File: config.mk
export PLATFORM = sky130hd
export DESIGN_NAME = json_string_unescape_to_utf8
export DESIGN_NICKNAME = d
export VERILOG_FILES = /design/src/jsu_pkg.sv /design/src/json_string_unescape_to_utf8.sv
export SDC_FILE = /design/constraint.sdc
export NUM_CORES = 1
export LEC_CHECK = 0
export BUFFER_PORTS_ARGS = -buffer_cell sky130_fd_sc_hd__buf_4
export CAP_MARGIN = 25
export CORE_ASPECT_RATIO = 1.25
export CORE_MARGIN = 1.5
export CORE_UTILIZATION = 60
export CTS_CLUSTER_DIAMETER = 50
export DETAILED_ROUTE_END_ITERATION = 8
export PLACE_DENSITY_LB_ADDON = 0.12
export SETUP_SLACK_MARGIN = 0.4
export SLEW_MARGIN = 0
export SYNTH_ARGS = -nofsm -noshare
export SYNTH_HDL_FRONTEND = slang
export SYNTH_SLANG_ARGS = --single-unit
File: constraint.sdc
create_clock -name clock -period 11 [get_ports clock]
set_input_delay 2.2 -clock clock [delete_from_list [all_inputs] [get_ports clock]]
set_output_delay 2.2 -clock clock [all_outputs]
set_load 0.1 [all_outputs]
File: src/jsu_pkg.sv
// Shared types, codes and helper functions for the JSON string unescape block.
package jsu_pkg;

   // Result kinds carried on the result channel's user field
   localparam logic [1:0] KIND_DATA  = 2'd0;
   localparam logic [1:0] KIND_CLOSE = 2'd1;
   localparam logic [1:0] KIND_ERROR = 2'd2;

   localparam int unsigned MAX_RESULTS = 6;
   localparam int unsigned COUNT_W     = 3;

   // ASCII codes the decoder reacts to
   localparam logic [7:0] CHAR_QUOTE     = 8'h22;
   localparam logic [7:0] CHAR_BACKSLASH = 8'h5C;
   localparam logic [7:0] CHAR_SLASH     = 8'h2F;
   localparam logic [7:0] CHAR_U         = 8'h75;
   localparam logic [7:0] CTRL_MAX       = 8'h1F;

   // Surrogate prefixes (upper six bits of a UTF-16 unit)
   localparam logic [5:0] HIGH_PREFIX = 6'b110110;
   localparam logic [5:0] LOW_PREFIX  = 6'b110111;
   localparam logic [20:0] SUPP_BASE  = 21'h10000;

   typedef enum logic [2:0] {
      MODE_PLAIN = 3'd0,
      MODE_ESC   = 3'd1,
      MODE_HEX   = 3'd2,
      MODE_HIGH  = 3'd3,
      MODE_ESC2  = 3'd4,
      MODE_HEX2  = 3'd5
   } mode_type;

   // What the main part of a result list holds
   typedef enum logic [1:0] {
      SEL_NONE   = 2'd0,
      SEL_SINGLE = 2'd1,
      SEL_UTF8   = 2'd2
   } sel_type;

   typedef struct packed {
      logic [2:0]      n;
      logic [3:0][7:0] b;
   } utf8_type;

   typedef struct packed {
      logic       ok;
      logic [3:0] val;
   } hex_type;

   typedef struct packed {
      logic       ok;
      logic [7:0] val;
   } esc_type;

   function automatic utf8_type utf8_encode(input logic [20:0] cp);
      utf8_type r;
      r = '0;
      if (cp <= 21'h7F) begin
         r.n    = 3'd1;
         r.b[0] = cp[7:0];
      end else if (cp <= 21'h7FF) begin
         r.n    = 3'd2;
         r.b[0] = {3'b110, cp[10:6]};
         r.b[1] = {2'b10, cp[5:0]};
      end else if (cp <= 21'hFFFF) begin
         r.n    = 3'd3;
         r.b[0] = {4'b1110, cp[15:12]};
         r.b[1] = {2'b10, cp[11:6]};
         r.b[2] = {2'b10, cp[5:0]};
      end else begin
         r.n    = 3'd4;
         r.b[0] = {5'b11110, cp[20:18]};
         r.b[1] = {2'b10, cp[17:12]};
         r.b[2] = {2'b10, cp[11:6]};
         r.b[3] = {2'b10, cp[5:0]};
      end
      return r;
   endfunction

   function automatic hex_type hex_decode(input logic [7:0] c);
      hex_type r;
      r = '0;
      if (c >= 8'h30 && c <= 8'h39) begin
         r.ok  = 1'b1;
         r.val = 4'(c - 8'h30);
      end else if (c >= 8'h61 && c <= 8'h66) begin
         r.ok  = 1'b1;
         r.val = 4'(c - 8'h57);
      end else if (c >= 8'h41 && c <= 8'h46) begin
         r.ok  = 1'b1;
         r.val = 4'(c - 8'h37);
      end
      return r;
   endfunction

   function automatic esc_type simple_escape(input logic [7:0] c);
      esc_type r;
      r.ok = 1'b1;
      case (c)
         CHAR_QUOTE:     r.val = CHAR_QUOTE;
         CHAR_BACKSLASH: r.val = CHAR_BACKSLASH;
         CHAR_SLASH:     r.val = CHAR_SLASH;
         8'h62:          r.val = 8'h08;
         8'h66:          r.val = 8'h0C;
         8'h6E:          r.val = 8'h0A;
         8'h72:          r.val = 8'h0D;
         8'h74:          r.val = 8'h09;
         default: begin
            r.ok  = 1'b0;
            r.val = 8'h00;
         end
      endcase
      return r;
   endfunction

endpackage

File: src/json_string_unescape_to_utf8.sv
// The first result of a word appears in the cycle after the word is accepted.
// One input word is taken per cycle while each word gives at most one result and the
// results are taken; a word giving more than one result holds the result queue until
// all are taken, and the next word is taken in the cycle the last of them is taken.
// Reset (synchronous, active high): plain string body state, result queue empty.
module json_string_unescape_to_utf8 (
   input  logic       clock,
   input  logic       reset,
   input  logic       req_tvalid,
   output logic       req_tready,
   input  logic [7:0] req_tdata,   // [7:0] in_byte
   input  logic       req_tuser,   // [0] stream_end
   output logic       rsp_tvalid,
   input  logic       rsp_tready,
   output logic [7:0] rsp_tdata,   // [7:0] out_byte
   output logic [1:0] rsp_tuser,   // [1:0] kind
   output logic       rsp_tlast
);

   // decoder state
   jsu_pkg::mode_type mode_ff, mode_in;
   logic [11:0] acc_ff, acc_in;
   logic [1:0]  digits_ff, digits_in;
   logic [9:0]  high_ff, high_in;

   // result queue, head at entry 0
   logic [7:0] qbyte_ff [jsu_pkg::MAX_RESULTS];
   logic [7:0] qbyte_in [jsu_pkg::MAX_RESULTS];
   logic [1:0] qkind_ff [jsu_pkg::MAX_RESULTS];
   logic [1:0] qkind_in [jsu_pkg::MAX_RESULTS];
   logic [jsu_pkg::COUNT_W-1:0] count_ff, count_in;

   logic req_fire, rsp_fire;
   logic [7:0] c;
   logic is_end, is_bslash, is_u;
   jsu_pkg::hex_type hex;
   jsu_pkg::esc_type esc;
   logic [15:0] unit;
   logic unit_high, unit_low;
   logic [20:0] high_cp, pair_cp;

   jsu_pkg::sel_type plain_sel, b_sel;
   logic [7:0] plain_byte, b_byte;
   logic [1:0] plain_kind, b_kind;
   logic [20:0] b_cp;
   logic a_en;
   jsu_pkg::utf8_type a_enc, b_enc, b_list;

   logic [7:0] res_byte [jsu_pkg::MAX_RESULTS];
   logic [1:0] res_kind [jsu_pkg::MAX_RESULTS];
   logic [jsu_pkg::COUNT_W-1:0] res_n;

   assign rsp_fire   = rsp_tvalid && rsp_tready;
   assign req_tready = (count_ff == '0) || ((count_ff == jsu_pkg::COUNT_W'(1)) && rsp_tready);
   assign req_fire   = req_tvalid && req_tready;

   assign rsp_tvalid = (count_ff != '0);
   assign rsp_tdata  = qbyte_ff[0];
   assign rsp_tuser  = qkind_ff[0];
   assign rsp_tlast  = (count_ff == jsu_pkg::COUNT_W'(1));

   assign c         = req_tdata;
   assign is_end    = req_tuser;
   assign is_bslash = (c == jsu_pkg::CHAR_BACKSLASH);
   assign is_u      = (c == jsu_pkg::CHAR_U);
   assign hex       = jsu_pkg::hex_decode(c);
   assign esc       = jsu_pkg::simple_escape(c);
   assign unit      = {acc_ff, hex.val};
   assign unit_high = (unit[15:10] == jsu_pkg::HIGH_PREFIX);
   assign unit_low  = (unit[15:10] == jsu_pkg::LOW_PREFIX);
   assign high_cp   = {5'b0, jsu_pkg::HIGH_PREFIX, high_ff};
   assign pair_cp   = jsu_pkg::SUPP_BASE + {1'b0, high_ff, unit[9:0]};

   // plain body handling of the current byte
   always_comb begin
      plain_sel  = jsu_pkg::SEL_SINGLE;
      plain_byte = 8'h00;
      plain_kind = jsu_pkg::KIND_DATA;
      if (c <= jsu_pkg::CTRL_MAX) begin
         plain_kind = jsu_pkg::KIND_ERROR;
      end else if (c == jsu_pkg::CHAR_QUOTE) begin
         plain_kind = jsu_pkg::KIND_CLOSE;
      end else if (is_bslash) begin
         plain_sel = jsu_pkg::SEL_NONE;
      end else begin
         plain_byte = c;
      end
   end

   // next state
   always_comb begin
      mode_in   = mode_ff;
      acc_in    = acc_ff;
      digits_in = digits_ff;
      high_in   = high_ff;
      if (is_end) begin
         mode_in   = jsu_pkg::MODE_PLAIN;
         acc_in    = '0;
         digits_in = '0;
         high_in   = '0;
      end else begin
         case (mode_ff)
            jsu_pkg::MODE_ESC, jsu_pkg::MODE_ESC2: begin
               if (!esc.ok && is_u) begin
                  mode_in   = (mode_ff == jsu_pkg::MODE_ESC) ? jsu_pkg::MODE_HEX
                                                             : jsu_pkg::MODE_HEX2;
                  acc_in    = '0;
                  digits_in = '0;
               end else begin
                  mode_in   = jsu_pkg::MODE_PLAIN;
                  acc_in    = '0;
                  digits_in = '0;
                  high_in   = '0;
               end
            end
            jsu_pkg::MODE_HEX, jsu_pkg::MODE_HEX2: begin
               if (hex.ok && digits_ff != 2'd3) begin
                  acc_in    = {acc_ff[7:0], hex.val};
                  digits_in = digits_ff + 2'd1;
               end else if (hex.ok && mode_ff == jsu_pkg::MODE_HEX && unit_high) begin
                  mode_in   = jsu_pkg::MODE_HIGH;
                  high_in   = unit[9:0];
                  acc_in    = '0;
                  digits_in = '0;
               end else begin
                  mode_in   = jsu_pkg::MODE_PLAIN;
                  acc_in    = '0;
                  digits_in = '0;
                  high_in   = '0;
               end
            end
            jsu_pkg::MODE_HIGH: begin
               if (is_bslash) begin
                  mode_in = jsu_pkg::MODE_ESC2;
               end else begin
                  mode_in   = jsu_pkg::MODE_PLAIN;
                  acc_in    = '0;
                  digits_in = '0;
                  high_in   = '0;
               end
            end
            default: begin
               if (is_bslash) begin
                  mode_in = jsu_pkg::MODE_ESC;
               end else begin
                  mode_in   = jsu_pkg::MODE_PLAIN;
                  acc_in    = '0;
                  digits_in = '0;
                  high_in   = '0;
               end
            end
         endcase
      end
   end

   // result selection: optional held high surrogate first, then the main part
   always_comb begin
      a_en   = 1'b0;
      b_sel  = jsu_pkg::SEL_NONE;
      b_byte = 8'h00;
      b_kind = jsu_pkg::KIND_DATA;
      b_cp   = '0;
      if (is_end) begin
         a_en   = (mode_ff == jsu_pkg::MODE_HIGH);
         b_sel  = jsu_pkg::SEL_SINGLE;
         b_kind = jsu_pkg::KIND_ERROR;
      end else begin
         case (mode_ff)
            jsu_pkg::MODE_ESC, jsu_pkg::MODE_ESC2: begin
               if (esc.ok) begin
                  a_en   = (mode_ff == jsu_pkg::MODE_ESC2);
                  b_sel  = jsu_pkg::SEL_SINGLE;
                  b_byte = esc.val;
               end else if (!is_u) begin
                  b_sel  = jsu_pkg::SEL_SINGLE;
                  b_kind = jsu_pkg::KIND_ERROR;
               end
            end
            jsu_pkg::MODE_HEX, jsu_pkg::MODE_HEX2: begin
               if (!hex.ok) begin
                  b_sel  = jsu_pkg::SEL_SINGLE;
                  b_kind = jsu_pkg::KIND_ERROR;
               end else if (digits_ff == 2'd3) begin
                  if (mode_ff == jsu_pkg::MODE_HEX) begin
                     if (!unit_high) begin
                        b_sel = jsu_pkg::SEL_UTF8;
                        b_cp  = {5'b0, unit};
                     end
                  end else if (unit_low) begin
                     b_sel = jsu_pkg::SEL_UTF8;
                     b_cp  = pair_cp;
                  end else begin
                     a_en  = 1'b1;
                     b_sel = jsu_pkg::SEL_UTF8;
                     b_cp  = {5'b0, unit};
                  end
               end
            end
            jsu_pkg::MODE_HIGH: begin
               if (!is_bslash) begin
                  a_en   = 1'b1;
                  b_sel  = plain_sel;
                  b_byte = plain_byte;
                  b_kind = plain_kind;
               end
            end
            default: begin
               b_sel  = plain_sel;
               b_byte = plain_byte;
               b_kind = plain_kind;
            end
         endcase
      end
   end

   assign a_enc = jsu_pkg::utf8_encode(high_cp);
   assign b_enc = jsu_pkg::utf8_encode(b_cp);

   always_comb begin
      b_list = '0;
      case (b_sel)
         jsu_pkg::SEL_SINGLE: begin
            b_list.n    = 3'd1;
            b_list.b[0] = b_byte;
         end
         jsu_pkg::SEL_UTF8: b_list = b_enc;
         default:           b_list = '0;
      endcase
   end

   // assemble the result list; a held high surrogate always takes three words
   always_comb begin
      for (int i = 0; i < jsu_pkg::MAX_RESULTS; i++) begin
         res_byte[i] = 8'h00;
         res_kind[i] = jsu_pkg::KIND_DATA;
      end
      if (a_en) begin
         for (int i = 0; i < 3; i++) begin
            res_byte[i]     = a_enc.b[i];
            res_byte[i + 3] = b_list.b[i];
            res_kind[i + 3] = b_kind;
         end
         res_n = 3'd3 + b_list.n;
      end else begin
         for (int i = 0; i < 4; i++) begin
            res_byte[i] = b_list.b[i];
            res_kind[i] = b_kind;
         end
         res_n = b_list.n;
      end
   end

   // queue: load on accept, else shift out on each taken word
   always_comb begin
      count_in = count_ff;
      for (int i = 0; i < jsu_pkg::MAX_RESULTS; i++) begin
         qbyte_in[i] = qbyte_ff[i];
         qkind_in[i] = qkind_ff[i];
      end
      if (req_fire) begin
         count_in = res_n;
         for (int i = 0; i < jsu_pkg::MAX_RESULTS; i++) begin
            qbyte_in[i] = res_byte[i];
            qkind_in[i] = res_kind[i];
         end
      end else if (rsp_fire) begin
         count_in = count_ff - jsu_pkg::COUNT_W'(1);
         for (int i = 0; i < jsu_pkg::MAX_RESULTS - 1; i++) begin
            qbyte_in[i] = qbyte_ff[i + 1];
            qkind_in[i] = qkind_ff[i + 1];
         end
      end
   end

   always_ff @(posedge clock) begin
      if (reset) begin
         mode_ff   <= jsu_pkg::MODE_PLAIN;
         acc_ff    <= '0;
         digits_ff <= '0;
         high_ff   <= '0;
         count_ff  <= '0;
      end else begin
         count_ff <= count_in;
         if (req_fire) begin
            mode_ff   <= mode_in;
            acc_ff    <= acc_in;
            digits_ff <= digits_in;
            high_ff   <= high_in;
         end
      end
   end

   always_ff @(posedge clock) begin
      for (int i = 0; i < jsu_pkg::MAX_RESULTS; i++) begin
         qbyte_ff[i] <= qbyte_in[i];
         qkind_ff[i] <= qkind_in[i];
      end
   end

endmodule
Yosys cells after proc, flatten, opt, wreduce, memory -nomap -nowiden
Memory sizes are Yosys's and may differ from the RTL's.
Index checks and enable logic that the tools add are counted.
{"block": "totals", "reg_bits": 30, "memories": 2, "word_cells": 173, "ramBits": 60, "out_inout_bits": 13}
{"block": "classes", "magnitude_cmp": 13, "n_reduce_logical": 21, "eq_ne": 24, "add_sub_neg": 7, "n_mux": 101}
{"name": "qbyte_ff", "words": 6, "word_bits": 8, "rd": 6, "rd_clocked_by_memory_dff": 0, "wr": 6, "line": "json_string_unescape_to_utf8.sv:27", "source": "logic [7:0] qbyte_ff [jsu_pkg::MAX_RESULTS];"}
{"name": "qkind_ff", "words": 6, "word_bits": 2, "rd": 6, "rd_clocked_by_memory_dff": 0, "wr": 6, "line": "json_string_unescape_to_utf8.sv:29", "source": "logic [1:0] qkind_ff [jsu_pkg::MAX_RESULTS];"}
{"operator": "two-way mux 21 bit", "n": 6}
{"operator": "two-way mux 16 bit", "n": 6}
{"operator": "two-way mux 24 bit", "n": 4}
{"operator": "two-way mux 8 bit", "n": 11}
{"operator": "two-way mux 40 bit", "n": 2}
{"operator": "two-way mux 10 bit", "n": 7}
{"operator": "equality test 8 x 7 -> 1 bit (second input constant)", "n": 7}
{"operator": "case mux 7 bit (8 select lines)", "n": 1}
{"operator": "two-way mux 22 bit", "n": 2}
{"operator": "two-way mux 12 bit", "n": 3}
{"operator": "two-way mux 2 bit", "n": 17}
{"operator": "two-way mux 3 bit", "n": 11}
{"operator": "two-way mux 32 bit", "n": 1}
{"operator": "case mux 12 bit (2 select lines)", "n": 1}
{"operator": "case mux 8 bit (3 select lines)", "n": 1}
{"operator": "adder 17 x 20 -> 21 bit (first input constant)", "n": 1}
{"operator": "<= comparator 21 x 11 -> 1 bit (second input constant)", "n": 1}
{"operator": "<= comparator 21 x 16 -> 1 bit (second input constant)", "n": 1}
{"operator": "<= comparator 21 x 7 -> 1 bit (second input constant)", "n": 1}
{"operator": "case mux 10 bit (2 select lines)", "n": 1}
{"operator": "equality test 8 x 6 -> 1 bit (second input constant)", "n": 2}
{"operator": ">= comparator 8 x 7 -> 1 bit (second input constant)", "n": 2}
{"operator": "<= comparator 16 x 11 -> 1 bit (second input constant)", "n": 1}
{"operator": "<= comparator 16 bit (second input constant)", "n": 1}
{"operator": "other kinds (39)", "n": 75}

Longest topological paths before layout
Gate-level depths: netlist of the first run.
{"block": "logic_depth", "ltp_word": 21, "depth_mapped": 19, "ltp_nobuf": 18}

Worst setup path after synthesis of the first run
No wires, ideal clock.
{"block": "synth_path", "path_kind": "input to register", "startpoint": "in req_tdata[0]", "endpoint": "reg count_ff[1] (netlist name)", "required_ns": 10.911, "setup_time_ns": 0.089, "arrival_ns": 5.412, "path_slack_ns": 5.499, "path_stages": 18, "cell_sequence": "inv_1 ha_1 or3b_1 and3_1 buf_4 nor2_1 a22oi_1 nor2b_1 nor4_1 ha_1 nand2b_1 clkbuf_1 a22oi_1 o41ai_2 ha_1 mux2i_1 o21ai_0 a311oi_2"}
{"block": "synth_between", "elab_chain_cells": 20}
{"element": "from (decl)", "line": "json_string_unescape_to_utf8.sv:11", "source": "input logic [7:0] req_tdata,"}
{"element": ">= comparator 8 x 7 -> 1 bit or <= comparator 8 x 7 -> 1 bit (tied branches)", "line": "jsu_pkg.sv:89", "source": "end else if (c >= 8'h41 && c <= 8'h46) begin"}
{"element": "logical AND 1 bit", "line": "jsu_pkg.sv:89"}
{"element": "two-way mux 5 bit", "line": "jsu_pkg.sv:89"}
{"element": "two-way mux 5 bit", "line": "jsu_pkg.sv:86", "source": "end else if (c >= 8'h61 && c <= 8'h66) begin"}
{"element": "two-way mux 5 bit", "line": "jsu_pkg.sv:83", "source": "if (c >= 8'h30 && c <= 8'h39) begin"}
{"element": "adder 17 x 20 -> 21 bit", "line": "json_string_unescape_to_utf8.sv:72", "source": "assign pair_cp = jsu_pkg::SUPP_BASE + {1'b0, high_ff, unit[9:0]};"}
{"element": "two-way mux 21 bit", "line": "json_string_unescape_to_utf8.sv:189", "source": "end else if (unit_low) begin"}
{"element": "two-way mux 21 bit", "line": "json_string_unescape_to_utf8.sv:184", "source": "if (mode_ff == jsu_pkg::MODE_HEX) begin"}
{"element": "[... 4 more ...]"}
{"element": "<= comparator 21 x 16 -> 1 bit", "line": "jsu_pkg.sv:65", "source": "end else if (cp <= 21'hFFFF) begin"}
{"element": "two-way mux 3 bit", "line": "jsu_pkg.sv:65"}
{"element": "two-way mux 3 bit", "line": "jsu_pkg.sv:61", "source": "end else if (cp <= 21'h7FF) begin"}
{"element": "two-way mux 3 bit", "line": "jsu_pkg.sv:58", "source": "if (cp <= 21'h7F) begin"}
{"element": "case mux 3 bit (2 select lines)", "line": "json_string_unescape_to_utf8.sv:221", "source": "case (b_sel)"}
{"element": "adder 2 x 3 -> 3 bit", "line": "json_string_unescape_to_utf8.sv:243", "source": "res_n = 3'd3 + b_list.n;"}
{"element": "two-way mux 3 bit *", "line": "json_string_unescape_to_utf8.sv:237", "source": "if (a_en) begin"}
{"element": "two-way mux 3 bit *", "line": "json_string_unescape_to_utf8.sv:260", "source": "if (req_fire) begin"}
{"element": "to (signal assigned)", "line": "json_string_unescape_to_utf8.sv:283", "source": "count_ff <= count_in;"}
{"element": "to (decl)", "line": "json_string_unescape_to_utf8.sv:31", "source": "logic [jsu_pkg::COUNT_W-1:0] count_ff, count_in;"}
Every way passes the cells marked *; elsewhere a longest branch is shown, timed or not.
A chain may end at the register's enable or synchronous reset.

Worst setup path in the final report of the first run
{"block": "layout_path", "startpoint": "in req_tdata[1]", "endpoint": "reg count_ff[1] (netlist name)"}
Same word-level chain as after synthesis.

==> results of run 1 <==
per-stage QoR:
stage	hold WS, ns	util, %	std cells	power (mW)
4_1_cts	0.472	66.2	792	1.35
5_1_grt	0.496	66.5	794	1.41
6_report	0.478	66.5	794	1.37
2_1_floorplan	0.436	-	661	0.951
3_5_place_dp	0.463	63.4	776	1.08
3_3_place_gp	0.442	63.4	776	1.06
cell type report:
| cell class | count | area share, % |
|---|---|---|
| clock inverters | 6 | 0.685 |
| multi-input cells | 516 | 52.1 |
| inverters | 18 | 1.06 |
| flip-flops and latches | 88 | 36.3 |
| well taps | 126 | 2.47 |
| repair buffers | 30 | 3.72 |
| clock buffers | 10 | 3.58 |
worst max-delay path by stage:
| stage | endpoint | slack, ns | cells after the start |
|---|---|---|---|
| 6_report | count_ff[1] | 5.16 | 17 |
| 3_3_place_gp | count_ff[1] | 5.06 | 15 |
| 2_1_floorplan | count_ff[1] | 5.50 | 18 |
| 4_1_cts | count_ff[1] | 5.22 | 17 |
| 5_1_grt | count_ff[1] | 4.90 | 16 |
| 3_5_place_dp | count_ff[1] | 4.91 | 17 |
cell families (layout without fill, tap and decap cells):
kind of cell	count (synthesis)	count (layout)	synth area share, %
and+or+nand+nor	292	292	26.7
adders and majority gates	13	13	2.75
DFF	88	88	39.3
AOI/OAI and AO/OA	196	196	24.5
buffers and inverters	57	64	4.28
xor gates and xnor gates	5	5	0.742
muxes	10	10	1.72
synthesized netlist by cell type, drive strengths merged, types with 8 or more instances:
master,n
inv,18
nor4,9
nor2,52
dfxtp,32
o21ai,32
o211ai,8
and2,11
nand2,90
clkbuf,19
a22oi,15
edfxtp,56
a21o,12
nor2b,9
ha,13
a22o,10
a31oi,9
mux2i,9
nand3,39
a21oi,43
nor3,17
buf,20
nand2b,11
worst min-delay path, cell delays in order (launching register included):
cell	delay, ns
dfxtp_1	0.33
nand2_1	0.06
a21oi_1	0.05
metal layers:
metal	wire, um	share of wire, %
met1	7120	39
met2	8870	48
met3	1650	8.9
met4	779	4.2
met5	0	0
registers in the layout (all words and copies together) (netlist names):
register / flops
high_ff: 10
count_ff: 3
mode_ff: 3
digits_ff: 2
qkind_ff: 12
acc_ff: 12
qbyte_ff: 46
power groups by stage:
stage	clock network, mW	registers [mW]	logic (mW)
floorplan	0	0.676	0.275
global placement	0	0.547	0.511
detailed placement	0	0.550	0.525
CTS	0.280	0.546	0.529
global route	0.291	0.552	0.571
finish	0.282	0.543	0.548
==> metrics.txt, run 1 <==
status complete, no violations; flops & latches, synth 88; met3 usage 6.13%; iteration-0 DRC count of the detailed router 714; Setup WS pre-CTS 4.91 ns; PwrDens 215 nW/um2; post-cts resize count 0; CTS Buffer Depth 2; Post-Syn Area 5910 um2; switching part of the total 42.6%; layer with the highest usage met2; reg-to-reg slack, setup 6.74 ns; clock sinks 88; DIE AREA 10500 um2; TritonCTS Buffers 9; Ant. Diodes 0; P_leak 2.32 nW; IO Port Bufs 25; Post-CTS Setup Inserts 0; number of vias per cell 6.91; Top Family by Delay on Critical Path simple AND/OR/NAND/NOR gates; hold path depth 2; Crit. End Element register; hold_sp digits_ff[0]; NumNets Final 689; WL final 18400 um; Hold Fails Final Rpt 0; syn nets 687; CP bufs+invs 2; Tot GR Track Use 35.1%; Post-CTS Hold Buffers 0; final setup margin 5.16 ns; vias in the first global route 4930; most frequent cells in the layout 89 x nand2_1, 56 x edfxtp_1, 51 x nor2_1, 41 x a21oi_1, 37 x nand3_1; Tcrit/Tclk final 53.1%; Int Pwr 0.788 mW; Netlist cell types 95; grt met1 use 46.2%; class of the worst hold path reg2reg; met2 GRT Util 56.8%; post-route cell area 6390 um2; Post-synth ARST share 0%; Reg clk slew, reported paths 0.06 ns; worst endpoint required time 11.25 ns; Final ANT Viol Nets 0; setup violators final 0; Seq/Total Area, Yosys 39.3%; most common cell after layout, fill and taps aside nand2_1; Critical Path Start req_tdata[1]; Top Ports 26; Gate Count Post-Synth 661; share of cells above drive strength 1 13.3%; CTS tree done; GP Congestion 0.967; initial antenna violation count 0; Final Max Tran Viols 0; crit-path max FO 8; worst path cell trace buf_4 > inv_1 > ha_1 > or3b_1 > and3_1 > nor2_1 > a22oi_1 > nor2b_1 > nor4_1 > ha_1 > nand2b_1 > a22oi_1 > o41ai_2 > ha_1 > mux2i_1 > o21ai_0 > a311oi_2; number of synthesized flops with an enable pin 56; vias 5484; critical path class in2reg; starting density of the core 61.5%; reg2reg start mode_ff[1]; Synth-to-Final Area Change 8.18%; DRC 0; Comb power frac 39.9%; R2R depth 12; row cnt 40; largest area contributor in the netlist edfxtp_1; area share of the leading cell type in the synthesized netlist 28.5%; H-tree levels 3; Area after DPL 6090 um2; yosys warns 0; drt pass-1 iters 5; largest net degree at the start of global routing 51; grt total ovfl 0; Worst setup SP type primary input; Achievable Freq 171 MHz; Peak VDD IR 108 uV; worst-margin pin slew 1.05 ns; Root Buffer clkbuf_16; ranking of synthesized cells by area edfxtp_1 28%, dfxtp_1 11%, nand2_1 5.7%; Net Switching 0.585 mW; DIE WIDTH 91.7 um; number of fill cells 818; Reg power frac 39.6%; Worst Hold Path EP digits_ff[0]; wire length per cell 23.2 um; slew margin rel. 30.3%; die height 114 um; minimum clock period after layout 5.84 ns; clock group share of total power 20.6%; area occupied by multi-input gates 3330 um2; first-pass GRT wire length 27900 um; Storage cell area 2320 um2; Crit-path slowest cell or3b_1; Mean Syn Cell Area 8.93 um2; CORE AREA 9610 um2; Worst-Skew Late Latency 0.34 ns; most frequent CP cell ha_1; DP HPWL 13400 um; Max Cap Viol 0; Setup TNS 0 ns; Synth Flop Type edfxtp_1; Clock Skew 0.00555 ns; crit path DAT 6.10 ns; RSZ-0062 raised after global routing false; Worst path max stage delay 0.41 ns; reg2reg end count_ff[1]
Note: power is estimated with default switching activity, not from simulation.
==> run 2: changes to the inputs <==
--- a/config.mk
+++ b/config.mk
@@ -5,6 +5,7 @@
 export SDC_FILE = /design/constraint.sdc
 export NUM_CORES = 1
 export LEC_CHECK = 0
+export ABC_AREA = 1
 export BUFFER_PORTS_ARGS = -buffer_cell sky130_fd_sc_hd__buf_4
 export CAP_MARGIN = 25
 export CORE_ASPECT_RATIO = 1.25
==> constraint.sdc (replaced) <==
create_clock -name clock -period 5.6 [get_ports clock]
set_input_delay 1.12 -clock clock [delete_from_list [all_inputs] [get_ports clock]]
set_output_delay 1.12 -clock clock [all_outputs]
set_load 0.1 [all_outputs]
==> metrics.txt, run 2 <==
status complete, no violations (unchanged); switching part of the total 41.1% (was 42.6%); Storage cell area 2320 um2 (unchanged); most frequent CP cell nand2_1 (was ha_1); hold_sp digits_ff[1] (was digits_ff[0]); crit-path max FO 12 (was 8); yosys warns 0 (unchanged); TritonCTS Buffers 9 (unchanged); H-tree levels 3 (unchanged); flops & latches, synth 88 (unchanged); Crit. End Element register (unchanged); Post-synth ARST share 0% (unchanged); post-cts resize count 0 (unchanged); most common cell after layout, fill and taps aside nand2_1 (unchanged); number of fill cells 812 (was 818); Crit-path slowest cell ha_1 (was or3b_1); CTS tree done (unchanged); DRC 0 (unchanged); Compound-Gate Fraction of Synth Area 13.7% (was 24.5%); GP Congestion 1.02 (was 0.967); Achievable Freq 246 MHz; number of vias per cell 5.84 (was 6.91); NumNets Final 785 (was 689); Setup TNS 0 ns (unchanged); Critical Path Start req_tdata[0] (was req_tdata[1]); Peak VDD IR 269 uV (was 108 uV); class of the worst hold path reg2reg (unchanged); area share of the leading cell type in the synthesized netlist 29.9% (was 28.5%); Synth-to-Final Area Change 9.85% (was 8.18%); CORE AREA 9130 um2 (was 9610 um2); Final ANT Viol Nets 0 (unchanged); worst-margin pin slew 0.911 ns (was 1.05 ns); Reg clk slew, reported paths 0.07 ns (was 0.06 ns); worst path cell trace buf_4 > inv_1 > ha_1 > nor3b_2 > nand2_1 > nand2_1 > nor2_1 > nand2_1 > nor2_1 > o211ai_1 > a21oi_1 > ha_1 > inv_1 > nor2_1 > nand3_1 > ha_1 > o211ai_1 > nand2_1 > a21oi_1 (was buf_4 > inv_1 > ha_1 > or3b_1 > and3_1 > nor2_1 > a22oi_1 > nor2b_1 > nor4_1 > ha_1 > nand2b_1 > a22oi_1 > o41ai_2 > ha_1 > mux2i_1 > o21ai_0 > a311oi_2); Max Cap Viol 0 (unchanged); CTS Buffer Depth 2 (unchanged); largest area contributor in the netlist edfxtp_1 (unchanged); initial antenna violation count 0 (unchanged); Worst setup SP type primary input (unchanged); Ant. Diodes 0 (unchanged); P_leak 2.63 nW (was 2.32 nW); DIE AREA 9950 um2 (was 10500 um2); Tot GR Track Use 32.5% (was 35.1%); multiplexer share of the synthesized area 0% (was 1.72%); most frequent cells in the layout 205 x nand2_1, 83 x nor2_1, 68 x nand3_1, 62 x inv_1, 56 x edfxtp_1 (was 89 x nand2_1, 56 x edfxtp_1, 51 x nor2_1, 41 x a21oi_1, 37 x nand3_1); DP HPWL 11500 um (was 13400 um); RSZ-0062 raised after global routing false (unchanged); PwrDens 429 nW/um2 (was 215 nW/um2); Reg power frac 41.0% (was 39.6%); Post-CTS Hold Buffers 0 (unchanged); share of cells above drive strength 1 14.0% (was 13.3%); Cells after DPL 871 (was 776); Top Ports 26 (unchanged); vias in the first global route 5013 (was 4930); minimum clock period after layout 4.06 ns; post-synthesis xor/xnor area fraction 0.624% (was 0.742%); drt pass-1 iters 6 (was 5); iteration-0 DRC count of the detailed router 448 (was 714); crit path DAT 4.33 ns (was 6.10 ns); max FFs per register 46 (unchanged); syn nets 768 (was 687); Post-Syn Area 5620 um2 (was 5910 um2); most frequent cell after synthesis nand2_1 (unchanged); Gate Count Post-Synth 742 (was 661); Final Max Tran Viols 0 (unchanged); Seq/Total Area, Yosys 41.3% (was 39.3%); Worst path max stage delay 0.52 ns (was 0.41 ns); Finished Core Util 67.6% (was 66.5%); wire length per cell 17.2 um (was 23.2 um); Post-Layout Cell Count 887 (was 794); Int Pwr 1.56 mW (was 0.788 mW); Top reg by flops qbyte_ff (unchanged); starting density of the core 61.6% (was 61.5%); die height 111 um (was 114 um); critical path class in2reg (unchanged); slew margin rel. 38.6% (was 30.3%); post-route cell area 6170 um2 (was 6390 um2); Clock Skew 0.00893 ns (was 0.00555 ns); ranking of synthesized cells by area edfxtp_1 30%, nand2_1 14%, dfxtp_1 11% (was edfxtp_1 28%, dfxtp_1 11%, nand2_1 5.7%); IO Port Bufs 25 (unchanged); Mean Syn Cell Area 7.57 um2 (was 8.93 um2); Root Buffer clkbuf_16 (unchanged); final setup margin 1.54 ns (was 5.16 ns); DIE WIDTH 89.5 um (was 91.7 um); Setup WS pre-CTS 1.24 ns (was 4.91 ns); Synth Area in Adders 2.90% (was 2.75%); Hold Fails Final Rpt 0 (unchanged); Synth Flop Type edfxtp_1 (unchanged); first-pass GRT wire length 24800 um (was 27900 um); Simple-Gate Fraction of Synth Area 33.5% (was 26.7%); clock sinks 88 (unchanged); Area after DPL 5860 um2 (was 6090 um2); row cnt 39 (was 40); reg2reg start mode_ff[2] (was mode_ff[1]); Comb power frac 36.0% (was 39.9%); WL final 15300 um (was 18400 um); largest net degree at the start of global routing 51 (unchanged); Post-CTS Setup Inserts 0 (unchanged); Largest regs qbyte_ff: 46 flops, acc_ff: 12 flops, qkind_ff: 12 flops (unchanged); grt total ovfl 0 (unchanged); area occupied by multi-input gates 2860 um2 (was 3330 um2); worst endpoint required time 5.87 ns (was 11.25 ns); clock group share of total power 22.9% (was 20.6%); vias 5182 (was 5484); largest family of logic cells by synthesized area simple AND/OR/NAND/NOR gates (unchanged); Netlist cell types 50 (was 95); synth cell count leaders 205 x nand2_1, 83 x nor2_1, 68 x nand3_1, 62 x inv_1, 56 x edfxtp_1 (was 89 x nand2_1, 56 x edfxtp_1, 51 x nor2_1, 41 x a21oi_1, 37 x nand3_1); Net Switching 1.09 mW (was 0.585 mW); Tcrit/Tclk final 72.5%; setup violators final 0 (unchanged); number of synthesized flops with an enable pin 56 (unchanged); Worst-Skew Late Latency 0.34 ns (about the same)
==> run 2: cell count changes in the layout (fill, tap and decap cells not counted), sizes merged, moves of 12 or more <==
cell,previous run,this run
nand2,90,221
inv,19,81
nor2,52,92
nand3,39,74
o21ai,32,45
a21o,12,0
a22oi,15,3
==> run 2: cell type report <==
cell class | instances | share of cell area, %
multi-input cells | 552 | 46.4
flip-flops and latches | 88 | 37.6
inverters | 78 | 4.83
clock buffers | 12 | 4.50
repair buffers | 30 | 3.65
well taps | 123 | 2.49
clock inverters | 4 | 0.507
==> run 2: power groups by stage <==
stage               logic [mW]  clock network [mW]  registers, mW
floorplan                0.464                   0           1.35
global placement         0.929                   0           1.09
detailed placement       0.947                   0           1.10
CTS                      0.952               0.613           1.09
global route              1.03               0.637           1.11
finish                   0.955               0.607           1.09
==> run 2: final timing paths <==
path	slack, ns	cells after the start	to
worst max-delay path	1.54	19	count_ff[2]
worst min-delay path	0.49	2	digits_ff[1]
worst max register to register	1.97	18	count_ff[2]
worst min register to register	0.49	2	digits_ff[1]
==> run 2: layer usage <==
metal  global-route usage (%)  vias to the layer above  part of all wire [%]
met5                        0                        -                     0
met4                     15.6                        0                   4.7
met3                     4.91                       44                   5.5
met2                     51.4                      196                    48
met1                     42.6                     2423                    42
li1                         -                     2519                     -
==> run 2: per-stage QoR <==
step / total power, mW / hold slack (ns)
final: 2.65 / 0.490
after global routing: 2.78 / 0.512
after CTS: 2.65 / 0.487
after detailed placement: 2.05 / 0.478
after global placement: 2.02 / 0.455
after floorplan: 1.81 / 0.443
==> run 2: kinds of logic (layout without fill, tap and decap cells) <==
kind of cell             after synthesis  after routing
AO/OA/AOI/OAI                        127            127
XOR/XNOR                               4              4
adder cells (fa/ha/maj)               13             13
buffers and inverters                102            124
flip-flops                            88             88
AND/OR/NAND/NOR                      408            408
==> run 2: worst max-delay path, delay by kind of cell <==
family | cells | cell delay, ns
AOI/OAI and AO/OA | 4 | 0.61
and+or+nand+nor | 9 | 1.26
adders and majority gates | 3 | 0.97
buffers and inverters | 3 | 0.38
==> run 3: changes to the inputs <==
--- a/config.mk
+++ b/config.mk
@@ -10,7 +10,7 @@
 export CAP_MARGIN = 25
 export CORE_ASPECT_RATIO = 1.25
 export CORE_MARGIN = 1.5
-export CORE_UTILIZATION = 60
+export CORE_UTILIZATION = 56
 export CTS_CLUSTER_DIAMETER = 50
 export DETAILED_ROUTE_END_ITERATION = 8
 export PLACE_DENSITY_LB_ADDON = 0.12
==> constraint.sdc (replaced) <==
create_clock -name clock -period 3.7 [get_ports clock]
set_input_delay 0.74 -clock clock [delete_from_list [all_inputs] [get_ports clock]]
set_output_delay 0.74 -clock clock [all_outputs]
set_load 0.1 [all_outputs]
==> metrics.txt, run 3 (synthesis results as in run 2) <==
post-cts resize count 0 (unchanged); Hold Fails Final Rpt 0 (unchanged); Tcrit/Tclk final 83.3%; crit path DAT 3.33 ns (was 4.33 ns); Worst-Skew Late Latency 0.35 ns (was 0.34 ns); iteration-0 DRC count of the detailed router 504 (was 448); first-pass GRT wire length 24900 um (was 24800 um); layer with the highest usage met2 (unchanged); Achievable Freq 324 MHz; reg2reg start mode_ff[1] (was mode_ff[2]); Crit. End Element register (unchanged); starting density of the core 58.1% (was 61.6%); Top Ports 26 (unchanged); reg2reg end count_ff[1] (was count_ff[2]); minimum clock period after layout 3.08 ns; Tot GR Track Use 30.6% (was 32.5%); grt total ovfl 0 (unchanged); TritonCTS Buffers 9 (unchanged); Clock Skew 0.00722 ns (was 0.00893 ns); Post-Layout Cell Count 897 (was 887); PwrDens 645 nW/um2 (was 429 nW/um2); drt pass-1 iters 5 (was 6); DIE WIDTH 92.6 um (was 89.5 um); Cells after DPL 881 (was 871); Largest regs qbyte_ff: 46 flops, acc_ff: 12 flops, qkind_ff: 12 flops (unchanged); NumNets Final 792 (was 785); DRC 0 (unchanged); reg-to-reg slack, setup 0.76 ns (was 1.97 ns); largest net degree at the start of global routing 32 (was 51); clock sinks 88 (unchanged); initial antenna violation count 0 (unchanged); Hold WS 0.481 ns (was 0.490 ns); WL final 15600 um (was 15300 um); Area after DPL 5930 um2 (was 5860 um2); vias 5193 (was 5182); row cnt 40 (was 39); die height 115 um (was 111 um); met2 GRT Util 53.1% (was 51.4%); share of cells above drive strength 1 15.8% (was 14.0%); IO Port Bufs 25 (unchanged); worst setup path endpoint count_ff[1] (was count_ff[2]); most frequent cells in the layout 204 x nand2_1, 80 x nor2_1, 68 x nand3_1, 61 x inv_1, 56 x edfxtp_1 (was 205 x nand2_1, 83 x nor2_1, 68 x nand3_1, 62 x inv_1, 56 x edfxtp_1); CTS Buffer Depth 2 (unchanged); setup violators final 0 (unchanged); crit-path max FO 6 (was 12); wire length per cell 17.4 um (was 17.2 um); status complete, no violations (unchanged); Synth-to-Final Area Change 11.5% (was 9.85%); Final Max Tran Viols 0 (unchanged); Max Cap Viol 0 (unchanged); Setup TNS 0 ns (unchanged); Post-CTS Hold Buffers 0 (unchanged); critical path class in2reg (unchanged); CTS tree done (unchanged); Worst setup SP type primary input (unchanged); post-route cell area 6260 um2 (was 6170 um2); GP Congestion 1.05 (was 1.02); vias in the first global route 4971 (was 5013); Top reg by flops qbyte_ff (unchanged); Critical Path Start req_tdata[0] (unchanged); met3 usage 5.42% (was 4.91%); DP HPWL 11800 um (was 11500 um); max FFs per register 46 (unchanged); slew margin rel. 56.7% (was 38.6%); Final ANT Viol Nets 0 (unchanged); Peak VDD IR 258 uV (was 269 uV); R2R depth 16 (was 18); Reg clk slew, reported paths 0.07 ns (about the same); Pwr Total 4.04 mW (was 2.65 mW); CORE AREA 9660 um2 (was 9130 um2); P_leak 2.67 nW (was 2.63 nW); worst endpoint required time 3.95 ns (was 5.87 ns); Ant. Diodes 0 (unchanged); grt met1 use 38.3% (was 42.6%); number of vias per cell 5.79 (was 5.84); DIE AREA 10600 um2 (was 9950 um2); worst-margin pin slew 0.643 ns (was 0.911 ns); Post-CTS Setup Inserts 0 (unchanged); H-tree levels 3 (unchanged); most common cell after layout, fill and taps aside nand2_1 (unchanged); Root Buffer clkbuf_16 (unchanged); RSZ-0062 raised after global routing false (unchanged); class of the worst hold path reg2reg (unchanged)
## run 3: per-layer routing
metal / wire length, um / vias up
met1: 6340 / 2433
li1: - / 2527
met5: 0 / -
met4: 418 / 0
met2: 7870 / 205
met3: 967 / 28
## run 3: worst min path at each step
stage,from,cells past startpoint,endpoint
2_1_floorplan,digits_ff[0],1,digits_ff[0]
3_3_place_gp,digits_ff[1],2,digits_ff[1]
3_5_place_dp,digits_ff[0],1,digits_ff[0]
4_1_cts,digits_ff[1],2,digits_ff[1]
5_1_grt,digits_ff[1],2,digits_ff[1]
6_report,digits_ff[1],2,digits_ff[1]
## run 3: stage by stage
step                      utilization [%]  setup slack (ns)
after floorplan                         -             0.523
after global placement               61.4             0.204
after detailed placement             61.4             0.151
after CTS                            64.5             0.499
after global routing                 64.8             0.395
final                                64.8             0.617
## run 3: final cells by class
| cell class | count | area (um2) |
|---|---|---|
| inverter | 78 | 298 |
| clock buffer | 9 | 225 |
| multi-input combinational | 552 | 2910 |
| fill | 905 | 3400 |
| sequential | 88 | 2320 |
| timing repair buffer | 37 | 278 |
| tap | 126 | 158 |
| clock inverter | 7 | 76.3 |
## run 3: where the power goes
| part | leakage [nW] | switching [mW] | internal (mW) |
|---|---|---|---|
| clock network | 0.140 | 0.397 | 0.529 |
| registers | 0.822 | 0.142 | 1.51 |
| logic | 1.70 | 1.14 | 0.324 |
## run 3: worst max-delay path, stage by stage
cell and delay [ns]:
buf_4 0.14, inv_2 0.10, ha_1 0.18, nor3b_4 0.21
nand2_1 0.13, nand2_1 0.10, nor2_1 0.05, nand2_1 0.12
nor2_2 0.07, o211ai_1 0.19, a21oi_2 0.09, ha_1 0.34
inv_1 0.09, nand2_1 0.09, a21boi_2 0.18, ha_1 0.27
o21ai_0 0.08, o21ba_1 0.17
